### config.mk
export PLATFORM = sky130hd
export DESIGN_NAME = block_discretization_points_unit_flat
export DESIGN_NICKNAME = d
export VERILOG_FILES = /design/src/sv/dbp_pkg.sv /design/src/sv/dbp_in_if.sv /design/src/sv/dbp_out_if.sv /design/src/sv/dbp_front.sv /design/src/sv/dbp_fifo.sv /design/src/sv/dbp_back.sv /design/src/sv/block_discretization_points_unit.sv /design/src/flat_wrapper.sv
export SDC_FILE = /design/constraint.sdc
export NUM_CORES = 2
export LEC_CHECK = 0
export ABC_AREA = 1
export BUFFER_PORTS_ARGS = -buffer_cell sky130_fd_sc_hd__buf_2
export CAP_MARGIN = 20
export CORE_UTILIZATION = 58
export DETAILED_ROUTE_END_ITERATION = 10
export GPL_TIMING_DRIVEN = 1
export PLACE_DENSITY = 0.77
export SKIP_CTS_REPAIR_TIMING = 1
export SYNTH_ARGS = -nofsm -noshare
export SYNTH_HDL_FRONTEND = slang
export SYNTH_HIERARCHICAL = 1
export SYNTH_SLANG_ARGS = --single-unit
### constraint.sdc
create_clock -name clk -period 13.5 [get_ports clk]
set_input_delay 1.35 -clock clk [delete_from_list [all_inputs] [get_ports clk]]
set_output_delay 1.35 -clock clk [all_outputs]
set_load 0.01 [all_outputs]
### src/sv/dbp_pkg.sv
// ----------------------------------------------------------------------------
// dbp_pkg
// Shared types, constants and tables of the block discretization point unit.
// ----------------------------------------------------------------------------
package dbp_pkg;

	localparam int unsigned COORD_W     = 32;
	localparam int unsigned SIZE_W      = 31;
	localparam int unsigned CFG_W       = 31;
	localparam int unsigned WEIGHT_W    = 17;
	localparam int unsigned PPA_W       = 3;
	localparam int unsigned IDX_W       = 2;
	localparam int unsigned NAX         = 3;
	localparam int unsigned AX_W        = $clog2(NAX);
	localparam int unsigned STEP_W      = 3;
	localparam int unsigned REG_IDX_W   = 3;
	localparam int unsigned MAX_PPA_DEF = 4;
	localparam int unsigned QUEUE_DEPTH = 2;
	localparam int unsigned QPTR_W      = $clog2(QUEUE_DEPTH);
	localparam int unsigned QCNT_W      = $clog2(QUEUE_DEPTH + 1);

	// register map
	localparam logic [REG_IDX_W-1:0] REG_SIZE_X = 3'd0;
	localparam logic [REG_IDX_W-1:0] REG_SIZE_Y = 3'd1;
	localparam logic [REG_IDX_W-1:0] REG_SIZE_Z = 3'd2;
	localparam logic [REG_IDX_W-1:0] REG_PPA    = 3'd3;
	localparam logic [REG_IDX_W-1:0] REG_GAUSS  = 3'd4;

	localparam logic [PPA_W-1:0]  PPA_RESET = 3'd4;
	localparam logic [PPA_W-1:0]  GAUSS_N   = 3'd4;
	localparam logic [STEP_W-1:0] LAST_STEP = STEP_W'(2 * NAX - 1);

	// Gauss-Legendre offsets, Q0.30, and axis weights, Q0.20
	localparam logic [63:0] GAUSS_OFF_OUTER =
		((64'd4305681558 << 30) + 64'd5000000000) / 64'd10000000000;
	localparam logic [63:0] GAUSS_OFF_INNER =
		((64'd1699905218 << 30) + 64'd5000000000) / 64'd10000000000;
	localparam logic [63:0] GW_O =
		((64'd1739274226 << 20) + 64'd5000000000) / 64'd10000000000;
	localparam logic [63:0] GW_I =
		((64'd3260725774 << 20) + 64'd5000000000) / 64'd10000000000;
	localparam logic [63:0] GW_ONE = 64'd1 << 20;
	localparam logic [63:0] GW_RND = 64'd1 << 43;

	localparam logic [31:0] RECIP3 = 32'hAAAA_AAAB;

	localparam logic [WEIGHT_W-1:0] WEIGHT_ONE  = 17'd65536;
	localparam logic [WEIGHT_W-1:0] WEIGHT_ZERO = 17'd0;

	// products of axis weights, by used axes and count of outer indexes
	localparam logic [WEIGHT_W-1:0] GW1_0 = WEIGHT_W'((GW_I * GW_ONE * GW_ONE + GW_RND) >> 44);
	localparam logic [WEIGHT_W-1:0] GW1_1 = WEIGHT_W'((GW_O * GW_ONE * GW_ONE + GW_RND) >> 44);
	localparam logic [WEIGHT_W-1:0] GW2_0 = WEIGHT_W'((GW_I * GW_I * GW_ONE + GW_RND) >> 44);
	localparam logic [WEIGHT_W-1:0] GW2_1 = WEIGHT_W'((GW_O * GW_I * GW_ONE + GW_RND) >> 44);
	localparam logic [WEIGHT_W-1:0] GW2_2 = WEIGHT_W'((GW_O * GW_O * GW_ONE + GW_RND) >> 44);
	localparam logic [WEIGHT_W-1:0] GW3_0 = WEIGHT_W'((GW_I * GW_I * GW_I + GW_RND) >> 44);
	localparam logic [WEIGHT_W-1:0] GW3_1 = WEIGHT_W'((GW_O * GW_I * GW_I + GW_RND) >> 44);
	localparam logic [WEIGHT_W-1:0] GW3_2 = WEIGHT_W'((GW_O * GW_O * GW_I + GW_RND) >> 44);
	localparam logic [WEIGHT_W-1:0] GW3_3 = WEIGHT_W'((GW_O * GW_O * GW_O + GW_RND) >> 44);

	// regular weights, 65536 / total rounded half up
	localparam logic [WEIGHT_W-1:0] RW_1  = WEIGHT_W'((65536 + 1 / 2) / 1);
	localparam logic [WEIGHT_W-1:0] RW_2  = WEIGHT_W'((65536 + 2 / 2) / 2);
	localparam logic [WEIGHT_W-1:0] RW_3  = WEIGHT_W'((65536 + 3 / 2) / 3);
	localparam logic [WEIGHT_W-1:0] RW_4  = WEIGHT_W'((65536 + 4 / 2) / 4);
	localparam logic [WEIGHT_W-1:0] RW_8  = WEIGHT_W'((65536 + 8 / 2) / 8);
	localparam logic [WEIGHT_W-1:0] RW_9  = WEIGHT_W'((65536 + 9 / 2) / 9);
	localparam logic [WEIGHT_W-1:0] RW_16 = WEIGHT_W'((65536 + 16 / 2) / 16);
	localparam logic [WEIGHT_W-1:0] RW_27 = WEIGHT_W'((65536 + 27 / 2) / 27);
	localparam logic [WEIGHT_W-1:0] RW_64 = WEIGHT_W'((65536 + 64 / 2) / 64);

	typedef enum logic [1:0] {
		KIND_POINT,
		KIND_BAD,
		KIND_BLOCK
	} dbp_kind_t;

	typedef enum logic [1:0] {
		F_IDLE,
		F_CALC,
		F_WAIT,
		F_PUSH
	} dbp_fstate_t;

	typedef struct packed {
		dbp_kind_t                      kind;
		logic signed [COORD_W-1:0]      loc_x;
		logic signed [COORD_W-1:0]      loc_y;
		logic signed [COORD_W-1:0]      loc_z;
		logic                           use_y;
		logic                           use_z;
		logic                           gauss;
		logic [PPA_W-1:0]               n;
		logic [WEIGHT_W-1:0]            weight;
		logic [NAX-1:0][SIZE_W-1:0]     mag_outer;
		logic [NAX-1:0][SIZE_W-1:0]     mag_inner;
	} dbp_job_t;

	typedef struct packed {
		logic full;
		logic empty;
	} dbp_qstat_t;

	function automatic logic [WEIGHT_W-1:0] regular_weight(
		input logic [PPA_W-1:0] n,
		input logic [1:0]       ndim
	);
		logic [WEIGHT_W-1:0] w;
		case ({n, ndim})
			{3'd1, 2'd1}, {3'd1, 2'd2}, {3'd1, 2'd3}: w = RW_1;
			{3'd2, 2'd1}: w = RW_2;
			{3'd2, 2'd2}: w = RW_4;
			{3'd2, 2'd3}: w = RW_8;
			{3'd3, 2'd1}: w = RW_3;
			{3'd3, 2'd2}: w = RW_9;
			{3'd3, 2'd3}: w = RW_27;
			{3'd4, 2'd1}: w = RW_4;
			{3'd4, 2'd2}: w = RW_16;
			{3'd4, 2'd3}: w = RW_64;
			default:      w = WEIGHT_ZERO;
		endcase
		return w;
	endfunction

	function automatic logic [WEIGHT_W-1:0] gauss_weight(
		input logic [1:0] ndim,
		input logic [1:0] nout
	);
		logic [WEIGHT_W-1:0] w;
		case ({ndim, nout})
			{2'd1, 2'd0}: w = GW1_0;
			{2'd1, 2'd1}: w = GW1_1;
			{2'd2, 2'd0}: w = GW2_0;
			{2'd2, 2'd1}: w = GW2_1;
			{2'd2, 2'd2}: w = GW2_2;
			{2'd3, 2'd0}: w = GW3_0;
			{2'd3, 2'd1}: w = GW3_1;
			{2'd3, 2'd2}: w = GW3_2;
			{2'd3, 2'd3}: w = GW3_3;
			default:      w = WEIGHT_ZERO;
		endcase
		return w;
	endfunction

endpackage

### src/sv/dbp_in_if.sv
// ----------------------------------------------------------------------------
// dbp_in_if
// Location channel: valid/ready handshake with the prediction location.
// ----------------------------------------------------------------------------
interface dbp_in_if;
	logic                               valid;
	logic                               ready;
	logic signed [dbp_pkg::COORD_W-1:0] loc_x;
	logic signed [dbp_pkg::COORD_W-1:0] loc_y;
	logic signed [dbp_pkg::COORD_W-1:0] loc_z;
	logic                               block_req;

	modport source(output valid, loc_x, loc_y, loc_z, block_req, input ready);
	modport sink(input valid, loc_x, loc_y, loc_z, block_req, output ready);
endinterface

### src/sv/dbp_out_if.sv
// ----------------------------------------------------------------------------
// dbp_out_if
// Point channel: valid/ready handshake with one discretization point.
// ----------------------------------------------------------------------------
interface dbp_out_if;
	logic                                valid;
	logic                                ready;
	logic signed [dbp_pkg::COORD_W-1:0]  point_x;
	logic signed [dbp_pkg::COORD_W-1:0]  point_y;
	logic signed [dbp_pkg::COORD_W-1:0]  point_z;
	logic [dbp_pkg::WEIGHT_W-1:0]        point_weight;
	logic                                last_point;
	logic                                bad_dims;

	modport source(output valid, point_x, point_y, point_z, point_weight, last_point,
		bad_dims, input ready);
	modport sink(input valid, point_x, point_y, point_z, point_weight, last_point,
		bad_dims, output ready);
endinterface

### src/sv/dbp_front.sv
// ----------------------------------------------------------------------------
// dbp_front
// Configuration registers, classification of locations and per-axis offset
// magnitudes through one shared multiplier; finished jobs go to the queue.
// ----------------------------------------------------------------------------
module dbp_front #(
	parameter int unsigned MAX_POINTS_PER_AXIS = dbp_pkg::MAX_PPA_DEF
) (
	input  logic                           clk,
	input  logic                           arst_n,
	dbp_in_if.sink                         loc,
	input  logic                           cfg_we,
	input  logic [dbp_pkg::REG_IDX_W-1:0]  cfg_index,
	input  logic [dbp_pkg::CFG_W-1:0]      cfg_wdata,
	input  dbp_pkg::dbp_qstat_t            qstat,
	output logic                           push,
	output dbp_pkg::dbp_job_t              job
);

	localparam logic [dbp_pkg::PPA_W-1:0] MAXP = dbp_pkg::PPA_W'(MAX_POINTS_PER_AXIS);

	logic [dbp_pkg::NAX-1:0][dbp_pkg::SIZE_W-1:0] size_q;
	logic [dbp_pkg::PPA_W-1:0]                    ppa_q;
	logic                                         gauss_q;

	dbp_pkg::dbp_fstate_t      state_q, state_d;
	logic [dbp_pkg::STEP_W-1:0] step_q;
	dbp_pkg::dbp_job_t         job_q;

	logic                       acc;
	logic                       ux, uy, uz;
	dbp_pkg::dbp_kind_t         kind_in;
	logic [dbp_pkg::PPA_W-1:0]  n_reg, n_in;
	logic [1:0]                 ndim;
	logic [dbp_pkg::WEIGHT_W-1:0] weight_in;

	logic [dbp_pkg::AX_W-1:0]   axis;
	logic                       inner;
	logic [dbp_pkg::SIZE_W-1:0] size_sel;
	logic [1:0]                 a_mul;
	logic [33:0]                x_val;
	logic [31:0]                op_a, op_b;
	logic [63:0]                prod;

	logic                       valid_s1;
	logic [63:0]                prod_s1;
	logic [33:0]                x_s1;
	logic [dbp_pkg::AX_W-1:0]   axis_s1;
	logic                       inner_s1;
	logic [63:0]                g_rnd;
	logic [dbp_pkg::SIZE_W-1:0] mag;

	// configuration
	always_ff @(posedge clk or negedge arst_n) begin
		if (!arst_n) begin
			size_q  <= '0;
			ppa_q   <= dbp_pkg::PPA_RESET;
			gauss_q <= 1'b0;
		end else if (cfg_we) begin
			case (cfg_index)
				dbp_pkg::REG_SIZE_X: size_q[0] <= cfg_wdata[dbp_pkg::SIZE_W-1:0];
				dbp_pkg::REG_SIZE_Y: size_q[1] <= cfg_wdata[dbp_pkg::SIZE_W-1:0];
				dbp_pkg::REG_SIZE_Z: size_q[2] <= cfg_wdata[dbp_pkg::SIZE_W-1:0];
				dbp_pkg::REG_PPA:    ppa_q     <= cfg_wdata[dbp_pkg::PPA_W-1:0];
				dbp_pkg::REG_GAUSS:  gauss_q   <= cfg_wdata[0];
				default: ;
			endcase
		end
	end

	// classification
	always_comb begin
		ux = size_q[0] != '0;
		uy = size_q[1] != '0;
		uz = size_q[2] != '0;
		if (!loc.block_req || !(ux || uy || uz))
			kind_in = dbp_pkg::KIND_POINT;
		else if (!ux || (uz && !uy))
			kind_in = dbp_pkg::KIND_BAD;
		else
			kind_in = dbp_pkg::KIND_BLOCK;
		if (ppa_q == '0)
			n_reg = 3'd1;
		else if (ppa_q > MAXP)
			n_reg = MAXP;
		else
			n_reg = ppa_q;
		n_in = gauss_q ? dbp_pkg::GAUSS_N : n_reg;
		ndim = 2'd1 + 2'(uy) + 2'(uz);
		case (kind_in)
			dbp_pkg::KIND_POINT: weight_in = dbp_pkg::WEIGHT_ONE;
			dbp_pkg::KIND_BLOCK: weight_in = dbp_pkg::regular_weight(n_in, ndim);
			default:             weight_in = dbp_pkg::WEIGHT_ZERO;
		endcase
	end

	// offset operand selection for the current step
	always_comb begin
		axis     = step_q[dbp_pkg::AX_W:1];
		inner    = step_q[0];
		size_sel = size_q[axis];
		if (!inner)
			a_mul = 2'(job_q.n - 3'd1);
		else if (job_q.n >= 3'd3)
			a_mul = 2'(job_q.n - 3'd3);
		else
			a_mul = 2'd0;
		x_val = 34'(size_sel) * 34'(a_mul) + 34'(job_q.n);
		if (job_q.gauss) begin
			op_a = 32'(size_sel);
			op_b = inner ? dbp_pkg::GAUSS_OFF_INNER[31:0] : dbp_pkg::GAUSS_OFF_OUTER[31:0];
		end else begin
			op_a = x_val[32:1];
			op_b = dbp_pkg::RECIP3;
		end
		prod = op_a * op_b;
	end

	// magnitude from the registered product; x_s1 already holds the rounding term
	always_comb begin
		g_rnd = prod_s1 + (64'd1 << 29);
		if (job_q.gauss)
			mag = g_rnd[60:30];
		else begin
			case (job_q.n)
				3'd2:    mag = x_s1[32:2];
				3'd3:    mag = prod_s1[63:33];
				3'd4:    mag = x_s1[33:3];
				default: mag = '0;
			endcase
		end
	end

	always_ff @(posedge clk or negedge arst_n) begin
		if (!arst_n) begin
			state_q  <= dbp_pkg::F_IDLE;
			step_q   <= '0;
			valid_s1 <= 1'b0;
		end else begin
			state_q  <= state_d;
			valid_s1 <= state_q == dbp_pkg::F_CALC;
			if (acc)
				step_q <= '0;
			else if (state_q == dbp_pkg::F_CALC)
				step_q <= step_q + 1'b1;
		end
	end

	always_ff @(posedge clk) begin
		prod_s1  <= prod;
		x_s1     <= x_val;
		axis_s1  <= axis;
		inner_s1 <= inner;
		if (acc) begin
			job_q.kind   <= kind_in;
			job_q.loc_x  <= loc.loc_x;
			job_q.loc_y  <= loc.loc_y;
			job_q.loc_z  <= loc.loc_z;
			job_q.use_y  <= uy;
			job_q.use_z  <= uz;
			job_q.gauss  <= gauss_q;
			job_q.n      <= n_in;
			job_q.weight <= weight_in;
		end
		if (valid_s1) begin
			if (inner_s1)
				job_q.mag_inner[axis_s1] <= mag;
			else
				job_q.mag_outer[axis_s1] <= mag;
		end
	end

	always_comb begin
		state_d   = state_q;
		loc.ready = 1'b0;
		push      = 1'b0;
		case (state_q)
			dbp_pkg::F_IDLE: begin
				loc.ready = 1'b1;
				if (loc.valid)
					state_d = (kind_in == dbp_pkg::KIND_BLOCK) ? dbp_pkg::F_CALC
						: dbp_pkg::F_PUSH;
			end
			dbp_pkg::F_CALC: begin
				if (step_q == dbp_pkg::LAST_STEP)
					state_d = dbp_pkg::F_WAIT;
			end
			dbp_pkg::F_WAIT: begin
				state_d = dbp_pkg::F_PUSH;
			end
			dbp_pkg::F_PUSH: begin
				push = !qstat.full;
				if (!qstat.full)
					state_d = dbp_pkg::F_IDLE;
			end
			default: state_d = dbp_pkg::F_IDLE;
		endcase
	end

	assign acc = loc.valid && loc.ready;
	assign job = job_q;

endmodule

### src/sv/dbp_fifo.sv
// ----------------------------------------------------------------------------
// dbp_fifo
// Short job queue between the front and the back.
// ----------------------------------------------------------------------------
module dbp_fifo (
	input  logic                clk,
	input  logic                arst_n,
	input  logic                push,
	input  dbp_pkg::dbp_job_t   wdata,
	input  logic                pop,
	output dbp_pkg::dbp_job_t   rdata,
	output dbp_pkg::dbp_qstat_t qstat
);

	localparam logic [dbp_pkg::QPTR_W-1:0] PTR_LAST = dbp_pkg::QPTR_W'(dbp_pkg::QUEUE_DEPTH - 1);
	localparam logic [dbp_pkg::QCNT_W-1:0] CNT_FULL = dbp_pkg::QCNT_W'(dbp_pkg::QUEUE_DEPTH);

	dbp_pkg::dbp_job_t            mem_q [dbp_pkg::QUEUE_DEPTH];
	logic [dbp_pkg::QPTR_W-1:0]   wr_ptr_q, rd_ptr_q;
	logic [dbp_pkg::QCNT_W-1:0]   cnt_q;

	always_ff @(posedge clk or negedge arst_n) begin
		if (!arst_n) begin
			wr_ptr_q <= '0;
			rd_ptr_q <= '0;
			cnt_q    <= '0;
		end else begin
			if (push)
				wr_ptr_q <= (wr_ptr_q == PTR_LAST) ? '0 : wr_ptr_q + 1'b1;
			if (pop)
				rd_ptr_q <= (rd_ptr_q == PTR_LAST) ? '0 : rd_ptr_q + 1'b1;
			if (push && !pop)
				cnt_q <= cnt_q + 1'b1;
			else if (pop && !push)
				cnt_q <= cnt_q - 1'b1;
		end
	end

	always_ff @(posedge clk) begin
		if (push)
			mem_q[wr_ptr_q] <= wdata;
	end

	assign rdata       = mem_q[rd_ptr_q];
	assign qstat.full  = cnt_q == CNT_FULL;
	assign qstat.empty = cnt_q == '0;

endmodule

### src/sv/dbp_back.sv
// ----------------------------------------------------------------------------
// dbp_back
// Walks the k, l, m grid of the job at the queue head and emits one point per
// cycle through an output register, unless the queue is empty or pts stalls.
// ----------------------------------------------------------------------------
module dbp_back (
	input  logic                clk,
	input  logic                arst_n,
	input  dbp_pkg::dbp_job_t   job,
	input  dbp_pkg::dbp_qstat_t qstat,
	output logic                pop,
	dbp_out_if.source           pts
);

	function automatic logic signed [dbp_pkg::COORD_W-1:0] axis_coord(
		input logic signed [dbp_pkg::COORD_W-1:0] lc,
		input logic [dbp_pkg::SIZE_W-1:0]         mo,
		input logic [dbp_pkg::SIZE_W-1:0]         mi,
		input logic [dbp_pkg::IDX_W-1:0]          idx,
		input logic [dbp_pkg::IDX_W-1:0]          idx_last,
		input logic [dbp_pkg::PPA_W-1:0]          n
	);
		logic                       outer;
		logic                       neg;
		logic [dbp_pkg::SIZE_W-1:0] m;
		logic signed [33:0]         d;
		logic signed [dbp_pkg::COORD_W-1:0] r;
		outer = (idx == '0) || (idx == idx_last);
		neg   = {idx, 1'b1} < n;
		m     = outer ? mo : mi;
		d     = neg ? 34'(lc) + 34'(m) : 34'(lc) - 34'(m);
		if (d > 34'sd2147483647)
			r = 32'sh7FFF_FFFF;
		else if (d < -34'sd2147483648)
			r = 32'sh8000_0000;
		else
			r = d[dbp_pkg::COORD_W-1:0];
		return r;
	endfunction

	logic [dbp_pkg::IDX_W-1:0] k_q, l_q, m_q;
	logic [dbp_pkg::IDX_W-1:0] n_last, ly_last, lz_last;
	logic                      grid_job, is_last, advance;
	logic                      out_k, out_l, out_m;
	logic [1:0]                ndim, nout;

	logic                                 out_valid_q;
	logic signed [dbp_pkg::COORD_W-1:0]   px_q, py_q, pz_q;
	logic [dbp_pkg::WEIGHT_W-1:0]         pw_q;
	logic                                 plast_q, pbad_q;

	logic signed [dbp_pkg::COORD_W-1:0]   px, py, pz;
	logic [dbp_pkg::WEIGHT_W-1:0]         pw;

	always_comb begin
		grid_job = job.kind == dbp_pkg::KIND_BLOCK;
		n_last   = dbp_pkg::IDX_W'(job.n - 3'd1);
		ly_last  = job.use_y ? n_last : '0;
		lz_last  = job.use_z ? n_last : '0;
		is_last  = !grid_job || ((k_q == n_last) && (l_q == ly_last) && (m_q == lz_last));
		advance  = !qstat.empty && (!out_valid_q || pts.ready);
		pop      = advance && is_last;

		out_k = (k_q == '0) || (k_q == n_last);
		out_l = job.use_y && ((l_q == '0) || (l_q == n_last));
		out_m = job.use_z && ((m_q == '0) || (m_q == n_last));
		ndim  = 2'd1 + 2'(job.use_y) + 2'(job.use_z);
		nout  = 2'(out_k) + 2'(out_l) + 2'(out_m);

		if (grid_job) begin
			px = axis_coord(job.loc_x, job.mag_outer[0], job.mag_inner[0], k_q, n_last, job.n);
			py = axis_coord(job.loc_y, job.mag_outer[1], job.mag_inner[1], l_q, n_last, job.n);
			pz = axis_coord(job.loc_z, job.mag_outer[2], job.mag_inner[2], m_q, n_last, job.n);
			pw = job.gauss ? dbp_pkg::gauss_weight(ndim, nout) : job.weight;
		end else begin
			px = job.loc_x;
			py = job.loc_y;
			pz = job.loc_z;
			pw = job.weight;
		end
	end

	always_ff @(posedge clk or negedge arst_n) begin
		if (!arst_n) begin
			k_q         <= '0;
			l_q         <= '0;
			m_q         <= '0;
			out_valid_q <= 1'b0;
		end else begin
			if (advance)
				out_valid_q <= 1'b1;
			else if (pts.ready)
				out_valid_q <= 1'b0;
			if (advance) begin
				if (is_last) begin
					k_q <= '0;
					l_q <= '0;
					m_q <= '0;
				end else if (m_q != lz_last) begin
					m_q <= m_q + 1'b1;
				end else begin
					m_q <= '0;
					if (l_q != ly_last)
						l_q <= l_q + 1'b1;
					else begin
						l_q <= '0;
						k_q <= k_q + 1'b1;
					end
				end
			end
		end
	end

	always_ff @(posedge clk) begin
		if (advance) begin
			px_q    <= px;
			py_q    <= py;
			pz_q    <= pz;
			pw_q    <= pw;
			plast_q <= is_last;
			pbad_q  <= job.kind == dbp_pkg::KIND_BAD;
		end
	end

	assign pts.valid        = out_valid_q;
	assign pts.point_x      = px_q;
	assign pts.point_y      = py_q;
	assign pts.point_z      = pz_q;
	assign pts.point_weight = pw_q;
	assign pts.last_point   = plast_q;
	assign pts.bad_dims     = pbad_q;

endmodule

### src/sv/block_discretization_points_unit.sv
// A point or bad location is queued without offset computation; a block location
// first has its six offset products formed through one multiplier.
// Throughput: the back emits one point per cycle, 1 to 64 per location, unless
// the queue is empty or pts.ready stalls it; the front prepares the next
// location while the back emits the current one.
// Reset: arst_n clears queue and control; registers return to their reset values.
// ----------------------------------------------------------------------------
// block_discretization_points_unit
// Block discretization point generator: front, job queue and point emitter.
// ----------------------------------------------------------------------------
module block_discretization_points_unit #(
	parameter int unsigned MAX_POINTS_PER_AXIS = dbp_pkg::MAX_PPA_DEF
) (
	input  logic                           clk,
	input  logic                           arst_n,
	dbp_in_if.sink                         loc,
	dbp_out_if.source                      pts,
	input  logic                           cfg_we,
	input  logic [dbp_pkg::REG_IDX_W-1:0]  cfg_index,
	input  logic [dbp_pkg::CFG_W-1:0]      cfg_wdata
);

	dbp_pkg::dbp_job_t   wjob, rjob;
	dbp_pkg::dbp_qstat_t qstat;
	logic                push, pop;

	dbp_front #(
		.MAX_POINTS_PER_AXIS(MAX_POINTS_PER_AXIS)
	) u_front (
		.clk      (clk),
		.arst_n   (arst_n),
		.loc      (loc),
		.cfg_we   (cfg_we),
		.cfg_index(cfg_index),
		.cfg_wdata(cfg_wdata),
		.qstat    (qstat),
		.push     (push),
		.job      (wjob)
	);

	dbp_fifo u_fifo (
		.clk   (clk),
		.arst_n(arst_n),
		.push  (push),
		.wdata (wjob),
		.pop   (pop),
		.rdata (rjob),
		.qstat (qstat)
	);

	dbp_back u_back (
		.clk   (clk),
		.arst_n(arst_n),
		.job   (rjob),
		.qstat (qstat),
		.pop   (pop),
		.pts   (pts)
	);

endmodule
### src/flat_wrapper.sv
// flat-port wrapper written by rule: the top's interface ports become plain ports
module block_discretization_points_unit_flat 
#(
	parameter int unsigned MAX_POINTS_PER_AXIS = dbp_pkg::MAX_PPA_DEF
)
  (clk, arst_n, cfg_we, cfg_index, cfg_wdata, loc_valid, loc_loc_x, loc_loc_y, loc_loc_z, loc_block_req, loc_ready, pts_valid, pts_point_x, pts_point_y, pts_point_z, pts_point_weight, pts_last_point, pts_bad_dims, pts_ready);
  dbp_in_if loc_i ();
  dbp_out_if pts_i ();
  input  logic clk;
  input  logic arst_n;
  input  logic cfg_we;
  input  logic [dbp_pkg::REG_IDX_W-1:0] cfg_index;
  input  logic [dbp_pkg::CFG_W-1:0] cfg_wdata;
  input wire logic [$bits(loc_i.valid)-1:0] loc_valid;
  input wire logic [$bits(loc_i.loc_x)-1:0] loc_loc_x;
  input wire logic [$bits(loc_i.loc_y)-1:0] loc_loc_y;
  input wire logic [$bits(loc_i.loc_z)-1:0] loc_loc_z;
  input wire logic [$bits(loc_i.block_req)-1:0] loc_block_req;
  output wire logic [$bits(loc_i.ready)-1:0] loc_ready;
  output wire logic [$bits(pts_i.valid)-1:0] pts_valid;
  output wire logic [$bits(pts_i.point_x)-1:0] pts_point_x;
  output wire logic [$bits(pts_i.point_y)-1:0] pts_point_y;
  output wire logic [$bits(pts_i.point_z)-1:0] pts_point_z;
  output wire logic [$bits(pts_i.point_weight)-1:0] pts_point_weight;
  output wire logic [$bits(pts_i.last_point)-1:0] pts_last_point;
  output wire logic [$bits(pts_i.bad_dims)-1:0] pts_bad_dims;
  input wire logic [$bits(pts_i.ready)-1:0] pts_ready;
  assign loc_i.valid = loc_valid;
  assign loc_i.loc_x = loc_loc_x;
  assign loc_i.loc_y = loc_loc_y;
  assign loc_i.loc_z = loc_loc_z;
  assign loc_i.block_req = loc_block_req;
  assign loc_ready = loc_i.ready;
  assign pts_valid = pts_i.valid;
  assign pts_point_x = pts_i.point_x;
  assign pts_point_y = pts_i.point_y;
  assign pts_point_z = pts_i.point_z;
  assign pts_point_weight = pts_i.point_weight;
  assign pts_last_point = pts_i.last_point;
  assign pts_bad_dims = pts_i.bad_dims;
  assign pts_i.ready = pts_ready;
  block_discretization_points_unit #(.MAX_POINTS_PER_AXIS(MAX_POINTS_PER_AXIS)) u_core (.clk(clk), .arst_n(arst_n), .loc(loc_i), .pts(pts_i), .cfg_we(cfg_we), .cfg_index(cfg_index), .cfg_wdata(cfg_wdata));
endmodule
# Yosys cells after proc, flatten, opt, wreduce, memory -nomap -nowiden

Memories as Yosys holds them, arrays and structs flattened.
Index checks and enable logic that the tools add are counted.

Memories: 3
Output and inout port bits: 117
Register bits after elaboration: 637
Memory bits (read-only): 720
Bits in writable memories: 614

$add $sub $neg: 25
Bitwise operators: 1
Eq/ne operators: 27
Muxes and demuxes: 63
Order comparisons: 14
Reduce and logical (&&, ||, !) cells: 54
Multiply operators: 2

Memory list:

| name                | words | width | read ports | clocked after memory_dff | write ports | line           | text |
|---|---|---|---|---|---|---|---|
| u_core.u_fifo.mem_q | 2     | 307   | 1          | 0                        | 1           | dbp_fifo.sv:18 | `dbp_pkg::dbp_job_t mem_q [dbp_pkg::QUEUE_DEPTH];` |
| (name not given)    | 32    | 15    | 1          | 0                        | 0           | dbp_pkg.sv:109 | `case ({n, ndim})` |
| (name not given)    | 16    | 15    | 1          | 0                        | 0           | dbp_pkg.sv:130 | `case ({ndim, nout})` |

Operators with widths:

| operator                                                                | number |
|---|---|
| 32-bit 2-to-1 mux                                                       | 11 |
| 93-bit bitwise mux                                                      | 2 |
| 31-bit 2-to-1 mux                                                       | 6 |
| 34-bit by 32-bit > comparator with 1-bit output (second input constant) | 3 |
| 34-bit by 32-bit < comparator with 1-bit output (second input constant) | 3 |
| 34-bit 2-to-1 mux                                                       | 3 |
| 32-bit by 32-bit adder with 33-bit output                               | 3 |
| 32-bit by 32-bit subtractor with 33-bit output                          | 3 |
| 31-bit one-hot mux with 3 select lines                                  | 1 |
| 31-bit nonzero test                                                     | 3 |
| 32-bit by 32-bit multiplier with 64-bit output                          | 1 |
| 31-bit binary-select mux with 2-bit select                              | 1 |
| 31-bit demux with 2-bit select                                          | 1 |
| 61-bit by 30-bit adder with 61-bit output (second input constant)       | 1 |
| 2-bit 2-to-1 mux                                                        | 20 |
| 33-bit by 3-bit adder with 34-bit output                                | 1 |
| 17-bit 2-to-1 mux                                                       | 2 |
| 17-bit one-hot mux with 2 select lines                                  | 1 |
| 31-bit by 2-bit multiplier with 33-bit output                           | 1 |
| 29-bit 2-to-1 mux                                                       | 1 |
| 2-bit AND reduction                                                     | 8 |
| 3-bit 2-to-1 mux                                                        | 5 |
| 3-bit by 2-bit equality test with 1-bit output (second input constant)  | 4 |
| 2-bit zero test                                                         | 6 |
| 30 further kinds                                                        | 95 |

# Logic depth before layout (Yosys ltp)

An unclocked memory read counts as a cell.

Depth in word-level cells: 11
Mapped depth: 52

# By module

The synthesis kept the hierarchy.

Modules (own cells, without submodules):

| module    | cells each | sequential area each (sq um) | area each (sq um) | instances |
|---|---|---|---|---|
| dbp_front | 5214       | 12998.7                      | 49326.1           | 1 |
| dbp_fifo  | 980        | 18537.8                      | 23167.2           | 1 |
| dbp_back  | 2597       | 3628.5                       | 16308.1           | 1 |

# Least setup slack after synthesis

OpenSTA, ideal clock, no wires.

Kind: reg2reg
Start point: register u_core.u_front.state_q[0]
End point: memory u_core/u_fifo/mem_q[0][0] in the netlist's numbering, enable pin
Data arrival time: 13.536 ns
Slack: -1.016 ns
Stages on the path, launching flop included: 6
Period minus slack after synthesis: 14.516 ns
Cells stage by stage: dfrtp_1 -> ha_1 -> inv_1 -> nor2_1 -> inv_1 -> nor2_1

Word-level cells in the longest chain between the ends: 4

Ends and longest elaborated chain:

| what                                   | line                                   | text |
|---|---|---|
| start, declared                        | dbp_front.sv:26                        | `dbp_pkg::dbp_fstate_t state_q, state_d;` |
| start signal, assigned                 | dbp_front.sv:136                       | `state_q <= dbp_pkg::F_IDLE;` |
| start signal, assigned                 | dbp_front.sv:140                       | `state_q <= state_d;` |
| 2-bit equality test                    | dbp_front.sv:177                       | `case (state_q)` |
| 1-bit 2-to-1 mux                       | dbp_front.sv:177                       |  |
| net u_core.push                        | block_discretization_points_unit.sv:25 | `logic push, pop;` |
| 1-bit 2-to-1 mux                       | dbp_fifo.sv:40                         | `if (push)` |
| 1-bit 2-to-1 mux (implied by the code) | dbp_fifo.sv:41                         | `mem_q[wr_ptr_q] <= wdata;` |
| end, declared                          | dbp_fifo.sv:18                         |  |

The timed path passes the listed nets, and every way through them passes these cells.

# Worst setup path after layout

Start point: register u_core/u_front/step_q[1] in the netlist's numbering
End point: register u_core.u_front.prod_s1[60]

Word-level cells in the longest chain between the ends: 6

Ends and longest elaborated chain:

| what                                             | line             | text |
|---|---|---|
| start, declared                                  | dbp_front.sv:27  | `logic [dbp_pkg::STEP_W-1:0] step_q;` |
| start signal, assigned                           | dbp_front.sv:145 | `step_q <= step_q + 1'b1;` |
| 31-bit binary-select mux with 2-bit select *     | dbp_front.sv:101 | `size_sel = size_q[axis];` |
| 31-bit 2-to-1 mux (implied by the code) *        | dbp_front.sv:101 |  |
| 31-bit by 2-bit multiplier with 33-bit output    | dbp_front.sv:108 | `x_val = 34'(size_sel) * 34'(a_mul) + 34'(job_q.n);` |
| 33-bit by 3-bit adder with 34-bit output         | dbp_front.sv:108 |  |
| 32-bit 2-to-1 mux *                              | dbp_front.sv:109 | `if (job_q.gauss) begin` |
| 32-bit by 32-bit multiplier with 64-bit output * | dbp_front.sv:116 | `prod = op_a * op_b;` |
| net u_core.u_front.prod[60]                      | dbp_front.sv:43  | `logic [63:0] prod;` |
| end signal, assigned                             | dbp_front.sv:150 | `prod_s1 <= prod;` |
| end, declared                                    | dbp_front.sv:46  | `logic [63:0] prod_s1;` |

Mark *: on every way through the listed nets, which the timed path passes. The rest lies on a longest branch. The select of a mux whose other input is x is not followed.
A chain may end at the register's enable or synchronous reset.

==> flow_metrics.py <==
metrics = {
    "run_status": {
        "status": "complete, no violations",
    },
    "worst_setup_path": {
        "critPathKind": "flip-flop to flip-flop",
        "worstSetupStartpointType": "flip-flop",
        "crit_slowest_cell": "o21ai_0",
        "path_max_fanout": 42,
        "crit_path_end_kind": "flip-flop",
        "arrival_ns": 12.58,
        "critPathMaxStageDelay_ns": 0.78,
        "required_ns": 14.11,
        "crit_top_cell": "fa_1",
    },
    "floorplan": {
        "rows": 143,
        "dieArea_mm2": 0.155,
        "initial_core_util_pct": 58.5,
        "die_h_um": 393,
        "core_region_area_mm2": 0.152,
        "boundaryPins": 253,
        "die_width_um": 393,
    },
    "clocking": {
        "cts_sinks": 1213,
        "clk_latency_ns": 0.77,
        "tritoncts": "yes",
        "clk_pin_slew_worst_paths_ns": 0.07,
        "htreeDepth": 3,
        "cts_buffers": 117,
        "cts.path.max_buffers": 3,
        "clockRootBuffer": "clkbuf_16",
    },
    "final_layout": {
        "utilization_pct": 63.3,
        "fillers": 12200,
        "drive_above_1_share_pct": 10.9,
        "syn2layout_area_growth_pct": 8.25,
        "fin_area_mm2": 0.0961,
        "layout.nets": 10500,
        "multi_input_area_mm2": 0.0459,
        "regArea_mm2": 0.0352,
    },
    "route": {
        "drcViolationCount": 0,
        "dr.first_iter.drc_count": 5697,
        "wire_per_inst_um": 23.8,
        "ant_nets": 0,
        "num_vias": 62900,
        "wl_mm": 267,
        "via_per_inst": 5.62,
        "firstDrtPassIters": 9,
    },
    "yosys": {
        "async_reset_ff_share_pct": 9.40,
        "ys.flop_type": "edfxtp_1",
        "synthTopCellsByCount": "inv_1 (1,744), nand2_1 (1,734), edfxtp_1 (1,030), fa_1 (801), nor2_1 (583)",
        "synth_top_area_cell": "edfxtp_1",
        "yosysUniqueCellTypes": 60,
        "synth_edf_count": 1030,
        "yosysTopAreaCellShare_pct": 34.8,
        "synth_seq_cells": 1213,
        "synth_area_mm2": 0.0888,
        "synth.most_common_cell": "inv_1",
        "avgSynthCellArea_um2": 10.1,
        "yosysSeqAreaShare_pct": 39.6,
        "synthCells": 8791,
        "synth.area.top_cells": "edfxtp_1 (35%), fa_1 (18%), ha_1 (7.5%)",
        "yosys_warnings": 6,
    },
    "grt": {
        "grt_pass1_vias": 64900,
        "antenna_found_initial": 1,
        "gr-total-overflow": 0,
        "grt_max_degree": 151,
        "grtUsageTotal_pct": 35.0,
        "grt_pass1_wl_mm": 398,
    },
    "sta": {
        "slew_headroom_pct": 10.1,
        "rsz0062_at_grt": "no",
        "finalSetupViolations": 0,
        "worst_pin_slew_ns": 1.34,
        "max_freq_mhz": 83.6,
        "finalHoldViolCount": 0,
        "period_needed_ns": 11.97,
        "maxSlewViolCount": 0,
        "min_period_over_period_pct": 88.7,
        "fin_setup_tns_ns": 0,
        "fin_skew_ns": 0.0723,
    },
    "hold_path": {
        "hold_path.class": "flip-flop to flip-flop",
    },
    "place": {
        "routabilityCongestion": 1.09,
        "post-dp-hpwl_mm": 215,
        "numPortBuffers": 252,
        "placed_cell_area_mm2": 0.0920,
    },
    "flow_run": {
        "drv_cap": 0,
    },
}
-- worst max-delay path, delay by kind of cell, from the launching register on --
family / cells / cell delay (ns)
AOI/OAI and AO/OA: 4 / 1.44
and+or+nand+nor: 15 / 2.79
adders and majority gates: 11 / 5.08
DFF: 1 / 0.71
buffers and inverters: 7 / 1.79
-- through the flow --
step	cells	hold WS [ns]	setup slack (ns)
5_1_grt	11200	0.379	1.09
4_1_cts	11200	0.377	1.76
6_report	11200	0.388	1.53
3_3_place_gp	11000	0.422	1.87
3_5_place_dp	11000	0.429	1.82
2_1_floorplan	8805	0.421	4.20
-- path summary, 6_finish.rpt --
path	from	to	slack (ns)	depth (start not counted)
worst max-delay path	u_core/u_front/step_q[1]$_DFFE_PN0P_	u_core/u_front/prod_s1[60]$_DFF_P_	1.53	37
worst min-delay path	u_core/u_front/job[149]$_DFFE_PP_	u_core/u_fifo/mem_q[0][149]$_DFFE_PP_	0.39	0
worst max register to register	u_core/u_front/step_q[1]$_DFFE_PN0P_	u_core/u_front/prod_s1[60]$_DFF_P_	1.53	37
worst min register to register	u_core/u_front/job[149]$_DFFE_PP_	u_core/u_fifo/mem_q[0][149]$_DFFE_PP_	0.39	0
max in group asynchronous	arst_n	u_core/u_fifo/rd_ptr_q$_DFFE_PN0P_	11.46	2
min in group asynchronous	arst_n	u_core/u_front/size_q[78]$_DFFE_PN0P_	0.60	1
-- routing by layer --
| layer | global-route usage (%) | share of wire, % |
|---|---|---|
| met1 | 43.5 | 39 |
| met5 | 0 | 0 |
| met4 | 22.6 | 7.7 |
| met3 | 4.91 | 6.6 |
| met2 | 57.5 | 47 |
-- final cells by class --
type	count	share of cell area, %
antenna	2	0.00521
clock buffer	138	3.17
clock inverter	85	1.03
inverter	1788	7.00
multi-input combinational	5621	47.8
sequential	1213	36.6
tap	2030	2.64
timing repair buffer	311	1.82
-- registers in the layout (all words and copies together) (netlist names), 3 cells and up --
register	flops
u_core/u_back/pts.point_y	32
u_core/u_front/step_q	3
u_core/u_front/size_q	93
u_core/u_back/pts.point_x	32
u_core/u_front/ppa_q	3
u_core/u_fifo/mem_q	614
u_core/u_back/pts.point_z	32
u_core/u_front/job	301
u_core/u_front/x_s1	31
u_core/u_back/pts.point_weight	17
u_core/u_front/prod_s1	35
-- placed cells by master, fill, tap and decap left out, types with 19 or more instances in the layout --
cell type     n
nor2_2       29
nor3_1       67
edfxtp_1   1030
xor2_1      140
ha_1        534
dfxtp_1      69
clkinv_1     28
nand2_1    1733
o21bai_1     26
mux2_4      200
nand2_2      44
o22ai_1      22
nand3_2      25
xnor2_1      66
a221oi_1     19
buf_4        55
mux2_2      107
nand3b_1     64
nor4_1       28
a21oi_1     312
nand4_1      40
nand3_1     226
o21ai_1      38
clkbuf_16   117
fa_1        801
nor2_1      580
a21o_1       20
inv_1      1741
inv_2        38
buf_2       251
dfrtp_1     112
o21ai_0     342
-- logic make-up after synthesis --
kind of cell               share of synthesized area [%]
buffers and inverters                               8.86
and+or+nand+nor                                     13.7
AOI/OAI and AO/OA                                   5.41
DFF                                                 39.6
adders and majority gates                           25.6
xor gates and xnor gates                            2.07
muxes                                               4.74
other                                            0.00846
Power is left out: the tool's default activity adds up to more than one toggle a clock period on the data nets, which glitch-free logic cannot reach.
